File: config.mk
export PLATFORM = sky130hd
export DESIGN_NAME = diagnostic_trouble_code_table_unit
export DESIGN_NICKNAME = d
export VERILOG_FILES = /design/src/design/dtct_pkg.sv /design/src/design/dtct_ram.sv /design/src/design/dtct_lamp_acc.sv /design/src/design/dtct_seq.sv /design/src/design/diagnostic_trouble_code_table_unit.sv
export SDC_FILE = /design/constraint.sdc
export NUM_CORES = 2
export LEC_CHECK = 0
export BUFFER_PORTS_ARGS = -buffer_cell sky130_fd_sc_hd__buf_4
export CAP_MARGIN = 20
export CORE_ASPECT_RATIO = 1.1
export CORE_MARGIN = 1.5
export CORE_UTILIZATION = 50
export DETAILED_ROUTE_END_ITERATION = 7
export PLACE_DENSITY = 0.68
export SYNTH_ARGS = -nofsm -noshare
export SYNTH_HDL_FRONTEND = slang
export SYNTH_SLANG_ARGS = --single-unit
File: constraint.sdc
create_clock -name clk -period 5.2 [get_ports clk]
set_clock_uncertainty 0.15 [all_clocks]
set_input_delay 1.04 -clock clk [delete_from_list [all_inputs] [get_ports clk]]
set_output_delay 1.04 -clock clk [all_outputs]
set_load 0.05 [all_outputs]
File: src/design/dtct_pkg.sv
// Shared types, codes and the lamp decode helper function for the trouble code table.
package dtct_pkg;

  typedef struct packed {
    logic [2:0]  mode;
    logic [18:0] spn;
    logic [4:0]  fmi;
    logic [3:0]  lamp;
    logic [7:0]  requester_addr;
  } cmd_t;

  typedef struct packed {
    logic [1:0]  msg_kind;
    logic [1:0]  status;
    logic [15:0] lamp_bytes;
    logic [31:0] dtc_word;
    logic [7:0]  ack_addr;
    logic        last;
  } result_t;

  // stored code: count in the top bits, key below
  typedef struct packed {
    logic [6:0]  cnt;
    logic [3:0]  lamp;
    logic [4:0]  fmi;
    logic [18:0] spn;
  } entry_t;

  typedef struct packed {
    logic clr;
    logic en;
  } lamp_ctl_t;

  typedef struct packed {
    logic       hit;
    logic [1:0] k;
    logic [1:0] f;
  } lamp_dec_t;

  typedef enum logic [3:0] {
    S_IDLE,
    S_SCAN,
    S_DECIDE,
    S_MV_RD,
    S_MV_WR,
    S_COMPACT,
    S_COPY,
    S_STATUS,
    S_ACK,
    S_TICK,
    S_LAMP,
    S_SEND,
    S_NEXT
  } state_t;

  localparam logic [2:0] MODE_ACTIVATE     = 3'd0;
  localparam logic [2:0] MODE_DEACTIVATE   = 3'd1;
  localparam logic [2:0] MODE_CLEAR_ACTIVE = 3'd2;
  localparam logic [2:0] MODE_DM3          = 3'd3;
  localparam logic [2:0] MODE_TICK         = 3'd4;

  localparam logic [1:0] KIND_STATUS  = 2'd0;
  localparam logic [1:0] KIND_DM1     = 2'd1;
  localparam logic [1:0] KIND_DM2     = 2'd2;
  localparam logic [1:0] KIND_DM3_ACK = 2'd3;

  localparam logic [1:0] ST_DONE      = 2'd0;
  localparam logic [1:0] ST_ALREADY   = 2'd1;
  localparam logic [1:0] ST_NOT_FOUND = 2'd2;
  localparam logic [1:0] ST_FULL      = 2'd3;

  localparam logic [6:0]  CNT_MAX   = 7'h7F;
  localparam logic [6:0]  CNT_ONE   = 7'h01;
  localparam logic [15:0] TIMER_MAX = 16'hFFFF;
  localparam logic [15:0] LAMP_ISO  = 16'hFFFF;

  // flash state per lamp
  localparam logic [1:0] FL_SOLID = 2'd0;
  localparam logic [1:0] FL_SLOW  = 2'd1;
  localparam logic [1:0] FL_FAST  = 2'd2;
  // flash code on the wire
  localparam logic [1:0] FC_SOLID = 2'b11;
  localparam logic [1:0] FC_SLOW  = 2'b00;
  localparam logic [1:0] FC_FAST  = 2'b01;

  localparam int         CFG_W            = 16;
  localparam logic       REG_LAMP_MODE    = 1'b0;
  localparam logic       REG_MIN_INTERVAL = 1'b1;
  localparam logic [15:0] MIN_INTERVAL_RST = 16'd1000;

  function automatic lamp_dec_t lamp_decode(input logic [3:0] l);
    lamp_dec_t d;
    d = '0;
    case (l)
      4'd1:    d = '{hit: 1'b1, k: 2'd0, f: FL_SOLID};
      4'd2:    d = '{hit: 1'b1, k: 2'd0, f: FL_SLOW};
      4'd3:    d = '{hit: 1'b1, k: 2'd0, f: FL_FAST};
      4'd4:    d = '{hit: 1'b1, k: 2'd1, f: FL_SOLID};
      4'd5:    d = '{hit: 1'b1, k: 2'd1, f: FL_SLOW};
      4'd6:    d = '{hit: 1'b1, k: 2'd1, f: FL_FAST};
      4'd7:    d = '{hit: 1'b1, k: 2'd2, f: FL_SOLID};
      4'd8:    d = '{hit: 1'b1, k: 2'd2, f: FL_SLOW};
      4'd9:    d = '{hit: 1'b1, k: 2'd2, f: FL_FAST};
      4'd10:   d = '{hit: 1'b1, k: 2'd3, f: FL_SOLID};
      4'd11:   d = '{hit: 1'b1, k: 2'd3, f: FL_SLOW};
      4'd12:   d = '{hit: 1'b1, k: 2'd3, f: FL_FAST};
      default: d = '0;
    endcase
    return d;
  endfunction

endpackage

File: src/design/dtct_ram.sv
// Single-port-write, single-read table memory with registered read data.
module dtct_ram #(
  parameter int DEPTH = 16,
  parameter int AW    = 4
) (
  input  logic             clk,
  input  logic             we,
  input  logic [AW-1:0]    waddr,
  input  dtct_pkg::entry_t wdata,
  input  logic [AW-1:0]    raddr,
  output dtct_pkg::entry_t rdata
);
  import dtct_pkg::*;

  entry_t mem [DEPTH];

  always_ff @(posedge clk) begin
    if (we) begin
      mem[waddr] <= wdata;
    end
    rdata <= mem[raddr];
  end

endmodule

File: src/design/dtct_lamp_acc.sv
// Lamp status accumulator: folds the lamp codes of one list into DM1/DM2 lamp bytes.
module dtct_lamp_acc (
  input  logic                clk,
  input  dtct_pkg::lamp_ctl_t ctl,
  input  logic [3:0]          lamp,
  output logic [15:0]         lamp_bytes
);
  import dtct_pkg::*;

  logic [3:0] lit;
  logic [1:0] flash [4];
  lamp_dec_t  dec;

  assign dec = lamp_decode(lamp);

  always_ff @(posedge clk) begin
    if (ctl.clr) begin
      lit <= '0;
      for (int k = 0; k < 4; k++) begin
        flash[k] <= FL_SOLID;
      end
    end else if (ctl.en && dec.hit) begin
      lit[dec.k] <= 1'b1;
      // fast wins over slow, slow over solid
      if (dec.f == FL_FAST) begin
        flash[dec.k] <= FL_FAST;
      end else if (dec.f == FL_SLOW && flash[dec.k] != FL_FAST) begin
        flash[dec.k] <= FL_SLOW;
      end
    end
  end

  always_comb begin
    lamp_bytes = '0;
    for (int k = 0; k < 4; k++) begin
      lamp_bytes[2*k]   = lit[k];
      lamp_bytes[2*k+1] = 1'b0;
      case (flash[k])
        FL_SLOW: lamp_bytes[8+2*k +: 2] = FC_SLOW;
        FL_FAST: lamp_bytes[8+2*k +: 2] = FC_FAST;
        default: lamp_bytes[8+2*k +: 2] = FC_SOLID;
      endcase
    end
  end

endmodule

File: src/design/dtct_seq.sv
// Command sequencer: searches, moves and compacts the two lists and streams reports.
module dtct_seq #(
  parameter int TABLE_DEPTH = 16
) (
  input  logic              clk,
  input  logic              rst,
  input  logic              start,
  output logic              busy,
  input  dtct_pkg::cmd_t    cmd,
  input  logic              lamp_mode,
  input  logic [15:0]       min_interval,
  output logic              result_valid,
  output dtct_pkg::result_t result
);
  import dtct_pkg::*;

  localparam int AW = (TABLE_DEPTH > 1) ? $clog2(TABLE_DEPTH) : 1;
  localparam int CW = $clog2(TABLE_DEPTH + 1);
  localparam logic [CW-1:0] DEPTH_C = CW'(TABLE_DEPTH);

  state_t state, state_next;

  cmd_t          cmd_r;
  logic [CW-1:0] acount, icount;
  logic [15:0]   t1, t2;
  logic          pend1, pend2;
  logic [CW-1:0] idx, rj;
  logic          rv;
  logic          found_a, found_i;
  logic [AW-1:0] ai, ii;
  logic [1:0]    st;
  logic          sel;
  logic          send_i;

  // memory ports
  logic          a_we, i_we;
  logic [AW-1:0] a_waddr, i_waddr, a_raddr, i_raddr;
  entry_t        a_wdata, i_wdata, a_rdata, i_rdata;

  lamp_ctl_t     lamp_ctl;
  logic [15:0]   lamp_acc;

  // shared list view
  logic [CW-1:0] list_cnt;
  entry_t        list_rd;
  logic          rd_more, rd_done;
  logic [AW-1:0] idx_addr;
  logic [CW-1:0] scan_j, copy_addr, comp_addr;
  logic [27:0]   cmd_key;
  logic          a_hit, i_hit;
  logic [CW:0]   sum_cnt;

  // decide outcome
  logic          is_act;
  logic [1:0]    dec_st;
  logic          dec_move, dec_append;
  logic [AW-1:0] dec_pos;

  // tick
  logic [15:0]   t1_inc, t2_inc;
  logic          p1, p2;

  // reporting
  logic          more;
  logic          rec_last;
  logic [15:0]   rec_lamps;
  entry_t        moved;

  assign list_cnt  = sel ? icount : acount;
  assign list_rd   = sel ? i_rdata : a_rdata;
  assign rd_more   = idx < list_cnt;
  assign rd_done   = !rd_more && !rv;
  assign idx_addr  = (idx < DEPTH_C) ? idx[AW-1:0] : '0;
  assign scan_j    = idx - 1'b1;
  assign copy_addr = icount + rj;
  assign comp_addr = rj - 1'b1;
  assign cmd_key   = {cmd_r.lamp, cmd_r.fmi, cmd_r.spn};
  assign sum_cnt   = {1'b0, acount} + {1'b0, icount};

  assign a_hit = (idx != '0) && (scan_j < acount) &&
                 ({a_rdata.lamp, a_rdata.fmi, a_rdata.spn} == cmd_key);
  assign i_hit = (idx != '0) && (scan_j < icount) &&
                 ({i_rdata.lamp, i_rdata.fmi, i_rdata.spn} == cmd_key);

  assign is_act = (cmd_r.mode == MODE_ACTIVATE);

  always_comb begin
    dec_st     = ST_DONE;
    dec_move   = 1'b0;
    dec_append = 1'b0;
    dec_pos    = is_act ? ii : ai;
    if (is_act) begin
      if (found_a) begin
        dec_st = ST_ALREADY;
      end else if (acount >= DEPTH_C) begin
        dec_st = ST_FULL;
      end else if (found_i) begin
        dec_move = 1'b1;
      end else begin
        dec_append = 1'b1;
      end
    end else begin
      if (found_i) begin
        dec_st = ST_ALREADY;
      end else if (!found_a) begin
        dec_st = ST_NOT_FOUND;
      end else if (icount >= DEPTH_C) begin
        dec_st = ST_FULL;
      end else begin
        dec_move = 1'b1;
      end
    end
  end

  always_comb begin
    t1_inc = (t1 < TIMER_MAX) ? t1 + 16'd1 : t1;
    t2_inc = (t2 < TIMER_MAX) ? t2 + 16'd1 : t2;
    p1 = pend1 || ((lamp_mode || acount != '0) && t1_inc >= min_interval);
    p2 = pend2 || ((lamp_mode || icount != '0) && t2_inc >= min_interval);
  end

  always_comb begin
    moved = i_rdata;
    if (i_rdata.cnt != CNT_MAX) begin
      moved.cnt = i_rdata.cnt + 7'd1;
    end
  end

  assign more      = !sel && send_i;
  assign rec_last  = (rj == list_cnt - 1'b1) && !more;
  assign rec_lamps = lamp_mode ? lamp_acc : LAMP_ISO;
  assign busy      = (state != S_IDLE);

  // next state
  always_comb begin
    state_next = state;
    case (state)
      S_IDLE: begin
        if (start) begin
          case (cmd.mode)
            MODE_ACTIVATE, MODE_DEACTIVATE: state_next = S_SCAN;
            MODE_CLEAR_ACTIVE: state_next = (sum_cnt > {1'b0, DEPTH_C}) ? S_STATUS : S_COPY;
            MODE_DM3:          state_next = S_ACK;
            MODE_TICK:         state_next = S_TICK;
            default:           state_next = S_STATUS;
          endcase
        end
      end
      S_SCAN:    if (idx == DEPTH_C) state_next = S_DECIDE;
      S_DECIDE:  state_next = dec_move ? S_MV_RD : S_STATUS;
      S_MV_RD:   state_next = S_MV_WR;
      S_MV_WR:   state_next = S_COMPACT;
      S_COMPACT: if (rd_done) state_next = S_STATUS;
      S_COPY:    if (rd_done) state_next = S_STATUS;
      S_STATUS:  state_next = S_IDLE;
      S_ACK:     state_next = S_IDLE;
      S_TICK: begin
        if (p1 || p2) begin
          state_next = lamp_mode ? S_LAMP : S_SEND;
        end else begin
          state_next = S_IDLE;
        end
      end
      S_LAMP:    if (rd_done) state_next = S_SEND;
      S_SEND: begin
        if (list_cnt == '0 || rd_done) begin
          state_next = more ? S_NEXT : S_IDLE;
        end
      end
      S_NEXT:    state_next = lamp_mode ? S_LAMP : S_SEND;
      default:   state_next = S_IDLE;
    endcase
  end

  // memory and accumulator control
  always_comb begin
    a_we     = 1'b0;
    i_we     = 1'b0;
    a_waddr  = acount[AW-1:0];
    i_waddr  = icount[AW-1:0];
    a_wdata  = i_rdata;
    i_wdata  = a_rdata;
    a_raddr  = idx_addr;
    i_raddr  = idx_addr;
    lamp_ctl = '{clr: 1'b0, en: 1'b0};
    case (state)
      S_DECIDE: begin
        if (dec_append) begin
          a_we    = 1'b1;
          a_wdata = '{cnt: CNT_ONE, lamp: cmd_r.lamp, fmi: cmd_r.fmi, spn: cmd_r.spn};
        end
      end
      S_MV_RD: begin
        a_raddr = ai;
        i_raddr = ii;
      end
      S_MV_WR: begin
        if (is_act) begin
          a_we    = 1'b1;
          a_wdata = moved;
        end else begin
          i_we    = 1'b1;
        end
      end
      S_COMPACT: begin
        // shift the tail down by one over the removed slot
        if (sel) begin
          i_we    = rv;
          i_waddr = comp_addr[AW-1:0];
          i_wdata = i_rdata;
        end else begin
          a_we    = rv;
          a_waddr = comp_addr[AW-1:0];
          a_wdata = a_rdata;
        end
      end
      S_COPY: begin
        i_we    = rv;
        i_waddr = copy_addr[AW-1:0];
        i_wdata = a_rdata;
      end
      S_TICK, S_NEXT: lamp_ctl.clr = 1'b1;
      S_LAMP:         lamp_ctl.en  = rv;
      default: ;
    endcase
  end

  always_ff @(posedge clk) begin
    if (rst) begin
      state        <= S_IDLE;
      acount       <= '0;
      icount       <= '0;
      t1           <= '0;
      t2           <= '0;
      pend1        <= 1'b0;
      pend2        <= 1'b0;
      rv           <= 1'b0;
      result_valid <= 1'b0;
    end else begin
      state        <= state_next;
      result_valid <= 1'b0;
      case (state)
        S_IDLE: begin
          if (start) begin
            cmd_r   <= cmd;
            idx     <= '0;
            rv      <= 1'b0;
            found_a <= 1'b0;
            found_i <= 1'b0;
            sel     <= 1'b0;
            st      <= ST_DONE;
            if (cmd.mode == MODE_CLEAR_ACTIVE && sum_cnt > {1'b0, DEPTH_C}) begin
              st <= ST_FULL;
            end
          end
        end
        S_SCAN: begin
          if (idx != DEPTH_C) begin
            idx <= idx + 1'b1;
          end
          if (a_hit && !found_a) begin
            found_a <= 1'b1;
            ai      <= scan_j[AW-1:0];
          end
          if (i_hit && !found_i) begin
            found_i <= 1'b1;
            ii      <= scan_j[AW-1:0];
          end
        end
        S_DECIDE: begin
          st <= dec_st;
          if (dec_append) begin
            acount <= acount + 1'b1;
            if (t1 > min_interval) begin
              pend1 <= 1'b1;
              t1    <= '0;
            end
          end
          sel <= is_act;
          idx <= CW'(dec_pos) + 1'b1;
          rv  <= 1'b0;
        end
        S_MV_WR: begin
          if (is_act) begin
            acount <= acount + 1'b1;
          end else begin
            icount <= icount + 1'b1;
            if (t2 > min_interval) begin
              pend2 <= 1'b1;
              t2    <= '0;
            end
          end
        end
        S_COMPACT, S_COPY, S_LAMP, S_SEND: begin
          rv <= rd_more;
          rj <= idx;
          if (rd_more) begin
            idx <= idx + 1'b1;
          end
          if (state == S_COMPACT && rd_done) begin
            if (sel) begin
              icount <= icount - 1'b1;
            end else begin
              acount <= acount - 1'b1;
            end
          end
          if (state == S_COPY && rd_done) begin
            icount <= icount + acount;
            acount <= '0;
          end
          if (state == S_LAMP && rd_done) begin
            idx <= '0;
            rv  <= 1'b0;
          end
          if (state == S_SEND) begin
            if (list_cnt == '0) begin
              // empty list: one record with no code
              result_valid <= 1'b1;
              result <= '{msg_kind: sel ? KIND_DM2 : KIND_DM1, status: ST_DONE,
                          lamp_bytes: rec_lamps, dtc_word: '0, ack_addr: '0,
                          last: !more};
            end else if (rv) begin
              result_valid <= 1'b1;
              result <= '{msg_kind: sel ? KIND_DM2 : KIND_DM1, status: ST_DONE,
                          lamp_bytes: rec_lamps,
                          dtc_word: {1'b0, list_rd.cnt, list_rd.spn[18:16], list_rd.fmi,
                                     list_rd.spn[15:0]},
                          ack_addr: '0, last: rec_last};
            end
          end
        end
        S_STATUS: begin
          result_valid <= 1'b1;
          result <= '{msg_kind: KIND_STATUS, status: st, lamp_bytes: '0, dtc_word: '0,
                      ack_addr: '0, last: 1'b1};
        end
        S_ACK: begin
          icount       <= '0;
          result_valid <= 1'b1;
          result <= '{msg_kind: KIND_DM3_ACK, status: ST_DONE, lamp_bytes: '0,
                      dtc_word: '0, ack_addr: cmd_r.requester_addr, last: 1'b1};
        end
        S_TICK: begin
          t1     <= p1 ? '0 : t1_inc;
          t2     <= p2 ? '0 : t2_inc;
          pend1  <= 1'b0;
          pend2  <= 1'b0;
          send_i <= p2;
          sel    <= !p1;
          idx    <= '0;
          rv     <= 1'b0;
        end
        S_NEXT: begin
          sel <= 1'b1;
          idx <= '0;
          rv  <= 1'b0;
        end
        default: ;
      endcase
    end
  end

  dtct_ram #(.DEPTH(TABLE_DEPTH), .AW(AW)) u_active (
    .clk   (clk),
    .we    (a_we),
    .waddr (a_waddr),
    .wdata (a_wdata),
    .raddr (a_raddr),
    .rdata (a_rdata)
  );

  dtct_ram #(.DEPTH(TABLE_DEPTH), .AW(AW)) u_inactive (
    .clk   (clk),
    .we    (i_we),
    .waddr (i_waddr),
    .wdata (i_wdata),
    .raddr (i_raddr),
    .rdata (i_rdata)
  );

  dtct_lamp_acc u_lamp (
    .clk        (clk),
    .ctl        (lamp_ctl),
    .lamp       (list_rd.lamp),
    .lamp_bytes (lamp_acc)
  );

  a_acount_bound: assert property (@(posedge clk) disable iff (rst)
    acount <= DEPTH_C) else $error("active count above table depth");

  a_icount_bound: assert property (@(posedge clk) disable iff (rst)
    icount <= DEPTH_C) else $error("inactive count above table depth");

  a_last_gap: assert property (@(posedge clk) disable iff (rst)
    result_valid && result.last |=> !result_valid)
    else $error("word after final word of a command");

  a_ack_single: assert property (@(posedge clk) disable iff (rst)
    result_valid && result.msg_kind == KIND_DM3_ACK |-> result.last)
    else $error("DM3 acknowledge not final");

  a_idle_quiet: assert property (@(posedge clk) disable iff (rst)
    state == S_IDLE |-> !rv) else $error("read pipeline busy in idle");

endmodule

File: src/design/diagnostic_trouble_code_table_unit.sv
// Top level of the trouble code table: configuration registers and the sequencer.
//
// Usage: drive a command word on cmd and pulse start while busy is low; the
// command is taken at that edge and busy rises for its duration. Results come
// back on result, one word per cycle while a list's records are sent, each
// marked by result_valid for exactly one cycle; result.last flags the final
// word of a command. There is no stall: the receiver must take every word.
// Configuration (lamp_mode, min_interval_ms) is written through cfg_we /
// cfg_index / cfg_data; the user must write it only while no command is in
// flight, and the block itself does not enforce this. Command steps:
//   activate / deactivate: a table search, a decide step and a status word;
//   when an entry moves, a read, a write and compaction of its old list come
//   before the status word; the table search reads both memories one entry
//   per cycle, compaction moves one entry per cycle. Clear active: a copy
//   pass over the active list, then the status word (the status word alone
//   when the lists do not fit). DM3 request and unknown modes: one word.
//   Tick: a check; then, per list sent, its records (one when empty),
//   preceded in J1939 mode by a lamp pass, and a step between the two lists.
// Reset empties both lists, zeroes timers and pending sends, and restores
// lamp_mode = 0, min_interval_ms = 1000. Memory contents are not cleared.
module diagnostic_trouble_code_table_unit #(
  parameter int TABLE_DEPTH = 16
) (
  input  logic                     clk,
  input  logic                     rst,
  input  logic                     start,
  output logic                     busy,
  input  dtct_pkg::cmd_t           cmd,
  output logic                     result_valid,
  output dtct_pkg::result_t        result,
  input  logic                     cfg_we,
  input  logic                     cfg_index,
  input  logic [dtct_pkg::CFG_W-1:0] cfg_data
);
  import dtct_pkg::*;

  logic        lamp_mode;
  logic [15:0] min_interval;

  always_ff @(posedge clk) begin
    if (rst) begin
      lamp_mode    <= 1'b0;
      min_interval <= MIN_INTERVAL_RST;
    end else if (cfg_we) begin
      case (cfg_index)
        REG_LAMP_MODE:    lamp_mode    <= cfg_data[0];
        REG_MIN_INTERVAL: min_interval <= cfg_data[15:0];
        default: ;
      endcase
    end
  end

  dtct_seq #(.TABLE_DEPTH(TABLE_DEPTH)) u_seq (
    .clk          (clk),
    .rst          (rst),
    .start        (start),
    .busy         (busy),
    .cmd          (cmd),
    .lamp_mode    (lamp_mode),
    .min_interval (min_interval),
    .result_valid (result_valid),
    .result       (result)
  );

endmodule

## Word level (Yosys, flattened, before mapping)

Memory sizes are Yosys's and may differ from the RTL's. A register that Yosys moved wholly into a read port is not among the register bits.
Cells that the tools add are included.
W data, S select, Z words.

- Flip-flop bits (word level): 195
- Bits in writable memories: 1,128
- Bits in read-only memories: 80
- Input bits: 60
- Logic and storage cells: 328
- Memories kept: 4

Memory list:

| name | depth | width | rd ports | clocked after Yosys merged registers in | write ports | line | text |
|---|---|---|---|---|---|---|---|
| u_seq.u_active.mem | 16 | 35 | 1 | 1 | 1 | dtct_ram.sv:15 | `entry_t mem [DEPTH];` |
| u_seq.u_inactive.mem | 16 | 35 | 1 | 1 | 1 | dtct_ram.sv:15 |  |
| (no name shown) | 16 | 5 | 1 | 0 | 0 | dtct_pkg.sv:94 | `case (l)` |
| u_seq.u_lamp.flash | 4 | 2 | 5 | 0 | 4 | dtct_lamp_acc.sv:11 | `logic [1:0] flash [4];` |

- Add/subtract/negate cells: 15
- $lt $le $gt $ge: 15
- Equality and inequality tests: 52
- Mux-type cells: 131
- Bitwise logic cells: 4
- Reductions and logical operators: 75

Operators with widths:

| operator | number |
|---|---|
| $mux W61 | 3 |
| $pmux W61 S3 | 1 |
| $mux W16 | 9 |
| $mux W35 | 4 |
| $pmux W35 S3 | 1 |
| $mux W5 | 14 |
| $pmux W16 S2 | 2 |
| $eq A28 B28 Y1 | 2 |
| $mux W4 | 14 |
| $mux W1 | 48 |
| $pmux W4 S10 | 1 |
| $add A16 B1 Y16 const B | 2 |
| $ge A16 B16 Y1 | 2 |
| $gt A16 B16 Y1 | 2 |
| $lt A16 B16 Y1 const B | 2 |
| $pmux W5 S3 | 2 |
| $pmux W5 S5 | 1 |
| $mux W2 | 12 |
| $ne A2 B1 Y1 const B | 12 |
| $reduce_and A3 Y1 | 7 |
| $eq A4 B4 Y1 const B | 5 |
| $pmux W2 S2 | 5 |
| $reduce_bool A5 Y1 | 4 |
| $sub A5 B1 Y5 const B | 4 |
| other kinds (54) | 133 |

## Logic depth before layout (Yosys ltp)

An unclocked memory read counts as a cell.

- Depth in word-level cells: 13
- Mapped depth: 17
- Gate-level depth less buffers: 14

## Modules after synthesis

Synthesis repeated with hierarchy kept, for this count alone.

- Cell total of the unflattened synthesis: 3,358
- Area total of the unflattened synthesis: 58,548.7 um^2

By module, submodules not included:

| module | instances | cells an instance | area an instance (um^2) |
|---|---|---|---|
| dtct_ram (u_seq.u_inactive) | 1 | 914 | 22,053.7 |
| dtct_ram (u_seq.u_active) | 1 | 914 | 22,052.4 |
| dtct_seq | 1 | 1,354 | 12,668.4 |
| dtct_lamp_acc | 1 | 107 | 1,063.5 |
| diagnostic_trouble_code_table_unit | 1 | 69 | 710.7 |

## Worst setup path before layout

OpenSTA, ideal clock, no wires.

- Path kind: flip-flop to flip-flop
- Start point: register u_seq.sel
- End point: register, netlist name u_seq.result[0]
- Setup time: 491 ps
- Arrival: 4,449 ps
- Data required time: 4,559 ps
- Path slack: 110 ps
- Cell stages (with the launch flop): 9
- Buffers on the path: 3
- Cell sequence: edfxtp_1 buf_2 buf_6 buf_2 mux2i_1 ha_1 o211a_1 o21ai_0 a21oi_1

- Cells in the longest elaborated chain, start to end: 4

Ends and longest elaborated chain:

| element | line | text |
|---|---|---|
| start, declared | dtct_seq.sv:32 | `logic sel;` |
| start signal, assigned | dtct_seq.sv:279 | `sel <= is_act;` |
| start signal, assigned | dtct_seq.sv:349 | `sel <= !p1;` |
| $mux W5 | dtct_seq.sv:69 | `assign list_cnt = sel ? icount : acount;` |
| $logic_not A5 Y1 | dtct_seq.sv:316 | `if (list_cnt == '0) begin` |
| $ne A3 B1 Y1 (no source line) | - |  |
| $reduce_and A4 Y1 (no source line) | - |  |

No other way between the ends.
A chain may end at the register's enable or synchronous reset.

## Final worst setup path

- Start point: register u_seq.t2[3]
- End point: register u_seq.t2[1]

- Cells in the longest elaborated chain, start to end: 7

Ends and longest elaborated chain:

| element | line | text |
|---|---|---|
| start, declared | dtct_seq.sv:25 | `logic [15:0] t1, t2;` |
| start signal, assigned | dtct_seq.sv:345 | `t2 <= p2 ? '0 : t2_inc;` |
| $add A16 B1 Y16 or $lt A16 B16 Y1 (tied branches) | dtct_seq.sv:117 | `t2_inc = (t2 < TIMER_MAX) ? t2 + 16'd1 : t2;` |
| $mux W16 | dtct_seq.sv:117 |  |
| $ge A16 B16 Y1 | dtct_seq.sv:119 | `p2 = pend2 \|\| ((lamp_mode \|\| icount != '0) && t2_inc >= min_interval);` |
| $logic_and A1 B1 Y1 | dtct_seq.sv:119 |  |
| $logic_or A1 B1 Y1 | dtct_seq.sv:119 |  |
| $mux W16 | dtct_seq.sv:345 |  |
| $pmux W16 S2 | dtct_seq.sv:242 | `case (state)` |

Several ways; a longest one is shown, not always the timed one.

==> run_results.csv <==
group,metric,value,unit
placed_design,placement.io_buffers,121,
synth,ys_warn_count,0,
timing,setup_tns,0,ns
floorplanning,io-pin-count,123,
synth,syn-cell-area,0.0575,mm^2
placed_design,dp_hpwl,86100,um
hold_path,hold_start,"cmd[16]",
detailed_routing,drt_iter0_markers,4140,
detailed_routing,wirelength,141000,um
critical_path,r2r-end,"u_seq.t2[1]",
critical_path,regToRegSetupSlack,0.69,ns
global_route,grt_pass1_vias,31500,
floorplanning,die_y,359,um
detailed_routing,vias,31900,
detailed_routing,via_per_inst,6.17,
critical_path,reg2regPathDepth,15,
power,peakVddDrop,0.465,mV
power,clkPwrFrac,0.277,
cells_and_area,layout-drive-gt1-share,0.222,
synth,syn_avg_cell_area,17.2,um^2
synth,yosys.area.top_type,"edfxtp_1",
critical_path,cp-start-kind,"register",
detailed_routing,drc,11,
global_route,grtUsageTotal,0.243,
timing,min_period,4.51,ns
clock_tree,cts_buffers,139,
cells_and_area,final_cells,5171,
floorplanning,dieArea,0.117,mm^2
clock_tree,clock_sinks,1389,
timing,slew_viol_final,0,
clock_tree,cts_buffer_depth,3,
placed_design,post-place-ws,0.703,ns
critical_path,required,5.68,ns
floorplanning,rows,130,
clock_tree,cts_hold_buf,0,
hold_path,hold_path_class,"primary input to register",
run_status,violations,"DRC",
synth,postSynthCellCount,3334,
flow_run,cap_viol_max_count,0,
synth,synth_seq_area_share,0.701,
critical_path,r2r-start,"u_seq.t2[3]",
global_route,overflow,0,
timing,worst_pin_slew,1.05,ns
critical_path,crit_path_end_kind,"register",
synth,syn_nets,3508,
power,leakagePower,22.3,nW
synth,dominantRegCellSynth,"edfxtp_1",
critical_path,arrival,4.99,ns
critical_path,cp_max_fo,27,
power,power.share.switching,0.321,
timing,hold_viol_final,0,
critical_path,crit_top_cell,"nand4_1",
clock_tree,tritoncts,"done",
power,p_comb_frac,0.288,
clock_tree,clkLatencyLatePin,0.77,ns
power,power.share.sequential,0.435,
floorplanning,core_area,0.114,mm^2
power,p_int,24.2,mW
run_status,outcome,"finished, violations left",
cells_and_area,fin_nets,3713,
power,p_switching,11.5,mW
synth,synthDistinctLibCells,85,
cells_and_area,area_growth,13.8,%
global_route,grt_pass1_wl,208000,um
timing,fin_ws,0.690,ns
floorplanning,initial_utilization,0.503,
timing,finalSetupViolCount,0,
synth,synth_common_cells,"edfxtp_1, mux4_2, nand2_1",
clock_tree,cts_resized,0,
power,powerDensity,545,mW/mm^2
floorplanning,die_w,326,um
timing,whs,0.299,ns
critical_path,worstSetupPathType,"register to register",
clock_tree,root_buffer,"clkbuf_16",
placed_design,dp_cells,4915,
synth,ys_ff_latch,1389,
placed_design,gp_congestion,0.920,
global_route,antenna_found_initial,3,
detailed_routing,drt-pass1-iter-count,8,
critical_path,critPathMaxStageDelay,0.47,ns
synth,synth_most_common_cell,"edfxtp_1",
detailed_routing,drt-wirelength-per-cell,27.4,um
timing,rsz0062_at_grt,"no",
critical_path,path_cells,"and4_1, nand4_1, nor3_2, nor2_1, nand4_1, xnor2_1, ha_1, nand4_1, or4_1, a221o_1, o211ai_1, a21oi_2, buf_4, a22o_1, a32o_1",
clock_tree,cts_setup_buffers,0,
detailed_routing,ant_nets,0,
global_route,grt_start_max_net_pins,102,
hold_path,whs_path_depth,1,
critical_path,cp_slowest_cell,"dfxtp_1",
timing,final.period_utilization,0.867,
synth,synth_top_area_frac,0.652,
timing,max_freq,222,MHz
timing,relSlewSlack,0.301,
synth,synth-edff-count,1248,
clock_tree,clkSlewWorstSetupHoldPaths,0.06,ns
clock_tree,cts-htree-levels,4,
cells_and_area,nFillCells,8600,
hold_path,hold_end,"u_seq.cmd_key[23]",
synth,async_reset_ff_frac,0,
synth,yosys-top-cells-area,"edfxtp_1, mux4_2, dfxtp_1, ha_1, a22oi_1",
==> stage by stage <==
| stage | utilization | power [mW] | area [um^2] |
|---|---|---|---|
| 2_1_floorplan | - | 22.4 | 57500 |
| 3_3_place_gp | 0.533 | 25.8 | 60800 |
| 3_5_place_dp | 0.533 | 26.0 | 60800 |
| 4_1_cts | 0.573 | 35.8 | 65400 |
| 5_1_grt | 0.573 | 37.1 | 65400 |
| 6_report | 0.573 | 35.6 | 65400 |
==> area by class of cell <==
| class | instances | area, um^2 | share of cell area |
|---|---|---|---|
| Sequential cell | 1389 | 40300 | 0.616 |
| Multi-Input combinational cell | 1695 | 16400 | 0.250 |
| Clock buffer | 212 | 4080 | 0.0624 |
| Timing Repair Buffer | 221 | 1950 | 0.0298 |
| Tap cell | 1518 | 1900 | 0.0290 |
| Clock inverter | 42 | 458 | 0.00700 |
| Inverter | 93 | 349 | 0.00534 |
| Antenna cell | 1 | 2.50 | 0.0000383 |
==> critical path: cells and delay by family, from the launching register on <==
| kind | cells | cell delay [ns] |
|---|---|---|
| flops | 1 | 0.47 |
| fa+ha+maj | 1 | 0.32 |
| buf+inv | 1 | 0.24 |
| xor+xnor | 1 | 0.10 |
| compound gates | 5 | 0.98 |
| simple gates | 7 | 2.12 |
==> state kept, by name, summed over array words and instances, names as in the netlist, 28 cells and up <==
| name | count |
|---|---|
| u_seq.u_inactive.rdata | 35 |
| u_seq.result | 57 |
| u_seq.u_active.mem | 560 |
| u_seq.cmd_key | 28 |
| u_seq.u_active.rdata | 35 |
| u_seq.u_inactive.mem | 560 |
==> cells in the final DEF, fill, tap and decap left out, types with 8 or more instances in the layout <==
master	n
a21o_1	22
a21oi_1	117
a221o_1	8
a222oi_1	24
a22o_1	15
a22oi_1	147
a31oi_1	15
and2_1	16
and3_1	11
buf_12	23
buf_4	198
clkbuf_1	45
clkbuf_16	143
clkbuf_8	24
clkinv_1	10
clkinv_2	10
dfxtp_1	141
edfxtp_1	1248
ha_1	111
inv_1	93
mux2_2	36
mux2i_1	55
mux4_2	280
nand2_1	206
nand2b_1	20
nand3_1	29
nand3b_1	9
nand4_1	32
nor2_1	123
nor2_4	35
nor2b_1	19
nor3_1	27
nor4_1	15
o211ai_1	15
o21a_1	13
o21ai_0	61
o22ai_1	12
or2_2	8
xnor2_1	55
xor2_1	44
==> routing by layer <==
layer	up-vias	global-route usage	share of wire
met5	-	0	0.00022
met4	4	0.0702	0.025
met3	218	0.0486	0.086
met2	1457	0.391	0.48
met1	16400	0.338	0.41
li1	13800	-	-
==> worst max path at each step <==
| stage | from | to | slack [ns] | cells past startpoint |
|---|---|---|---|---|
| CTS | u_seq.t2[3] | u_seq.t2[1] | 0.69 | 15 |
| global placement | u_seq.t2[3] | u_seq.t2[1] | 0.79 | 15 |
| detailed placement | u_seq.t2[3] | u_seq.t2[1] | 0.70 | 15 |
| floorplan | u_seq.sel | u_seq.result[0] | 0.11 | 8 |
| global route | u_seq.t1[3] | u_seq.t1[8] | 0.35 | 15 |
| finish | u_seq.t2[3] | u_seq.t2[1] | 0.69 | 15 |
==> kinds of logic after synthesis <==
family                     after synthesis  share of synthesized area
buffers and inverters                  250                     0.0204
DFF                                   1389                      0.701
other                                    1                  0.0000652
muxes                                  373                      0.127
AOI/OAI and AO/OA                      523                     0.0633
and+or+nand+nor                        584                     0.0479
adders and majority gates              115                     0.0254
xor gates and xnor gates                99                     0.0151
==> power by group through the flow <==
| stage | clock [mW] | sequential, mW | combinational (mW) |
|---|---|---|---|
| finish | 9.86 | 15.5 | 10.3 |
| global route | 10.5 | 15.5 | 11.1 |
| CTS | 10.0 | 15.5 | 10.3 |
| detailed placement | 0 | 15.7 | 10.2 |
| global placement | 0 | 15.7 | 10.1 |
| floorplan | 0 | 15.2 | 7.20 |
No activity file was read; power rests on OpenSTA's default activity.
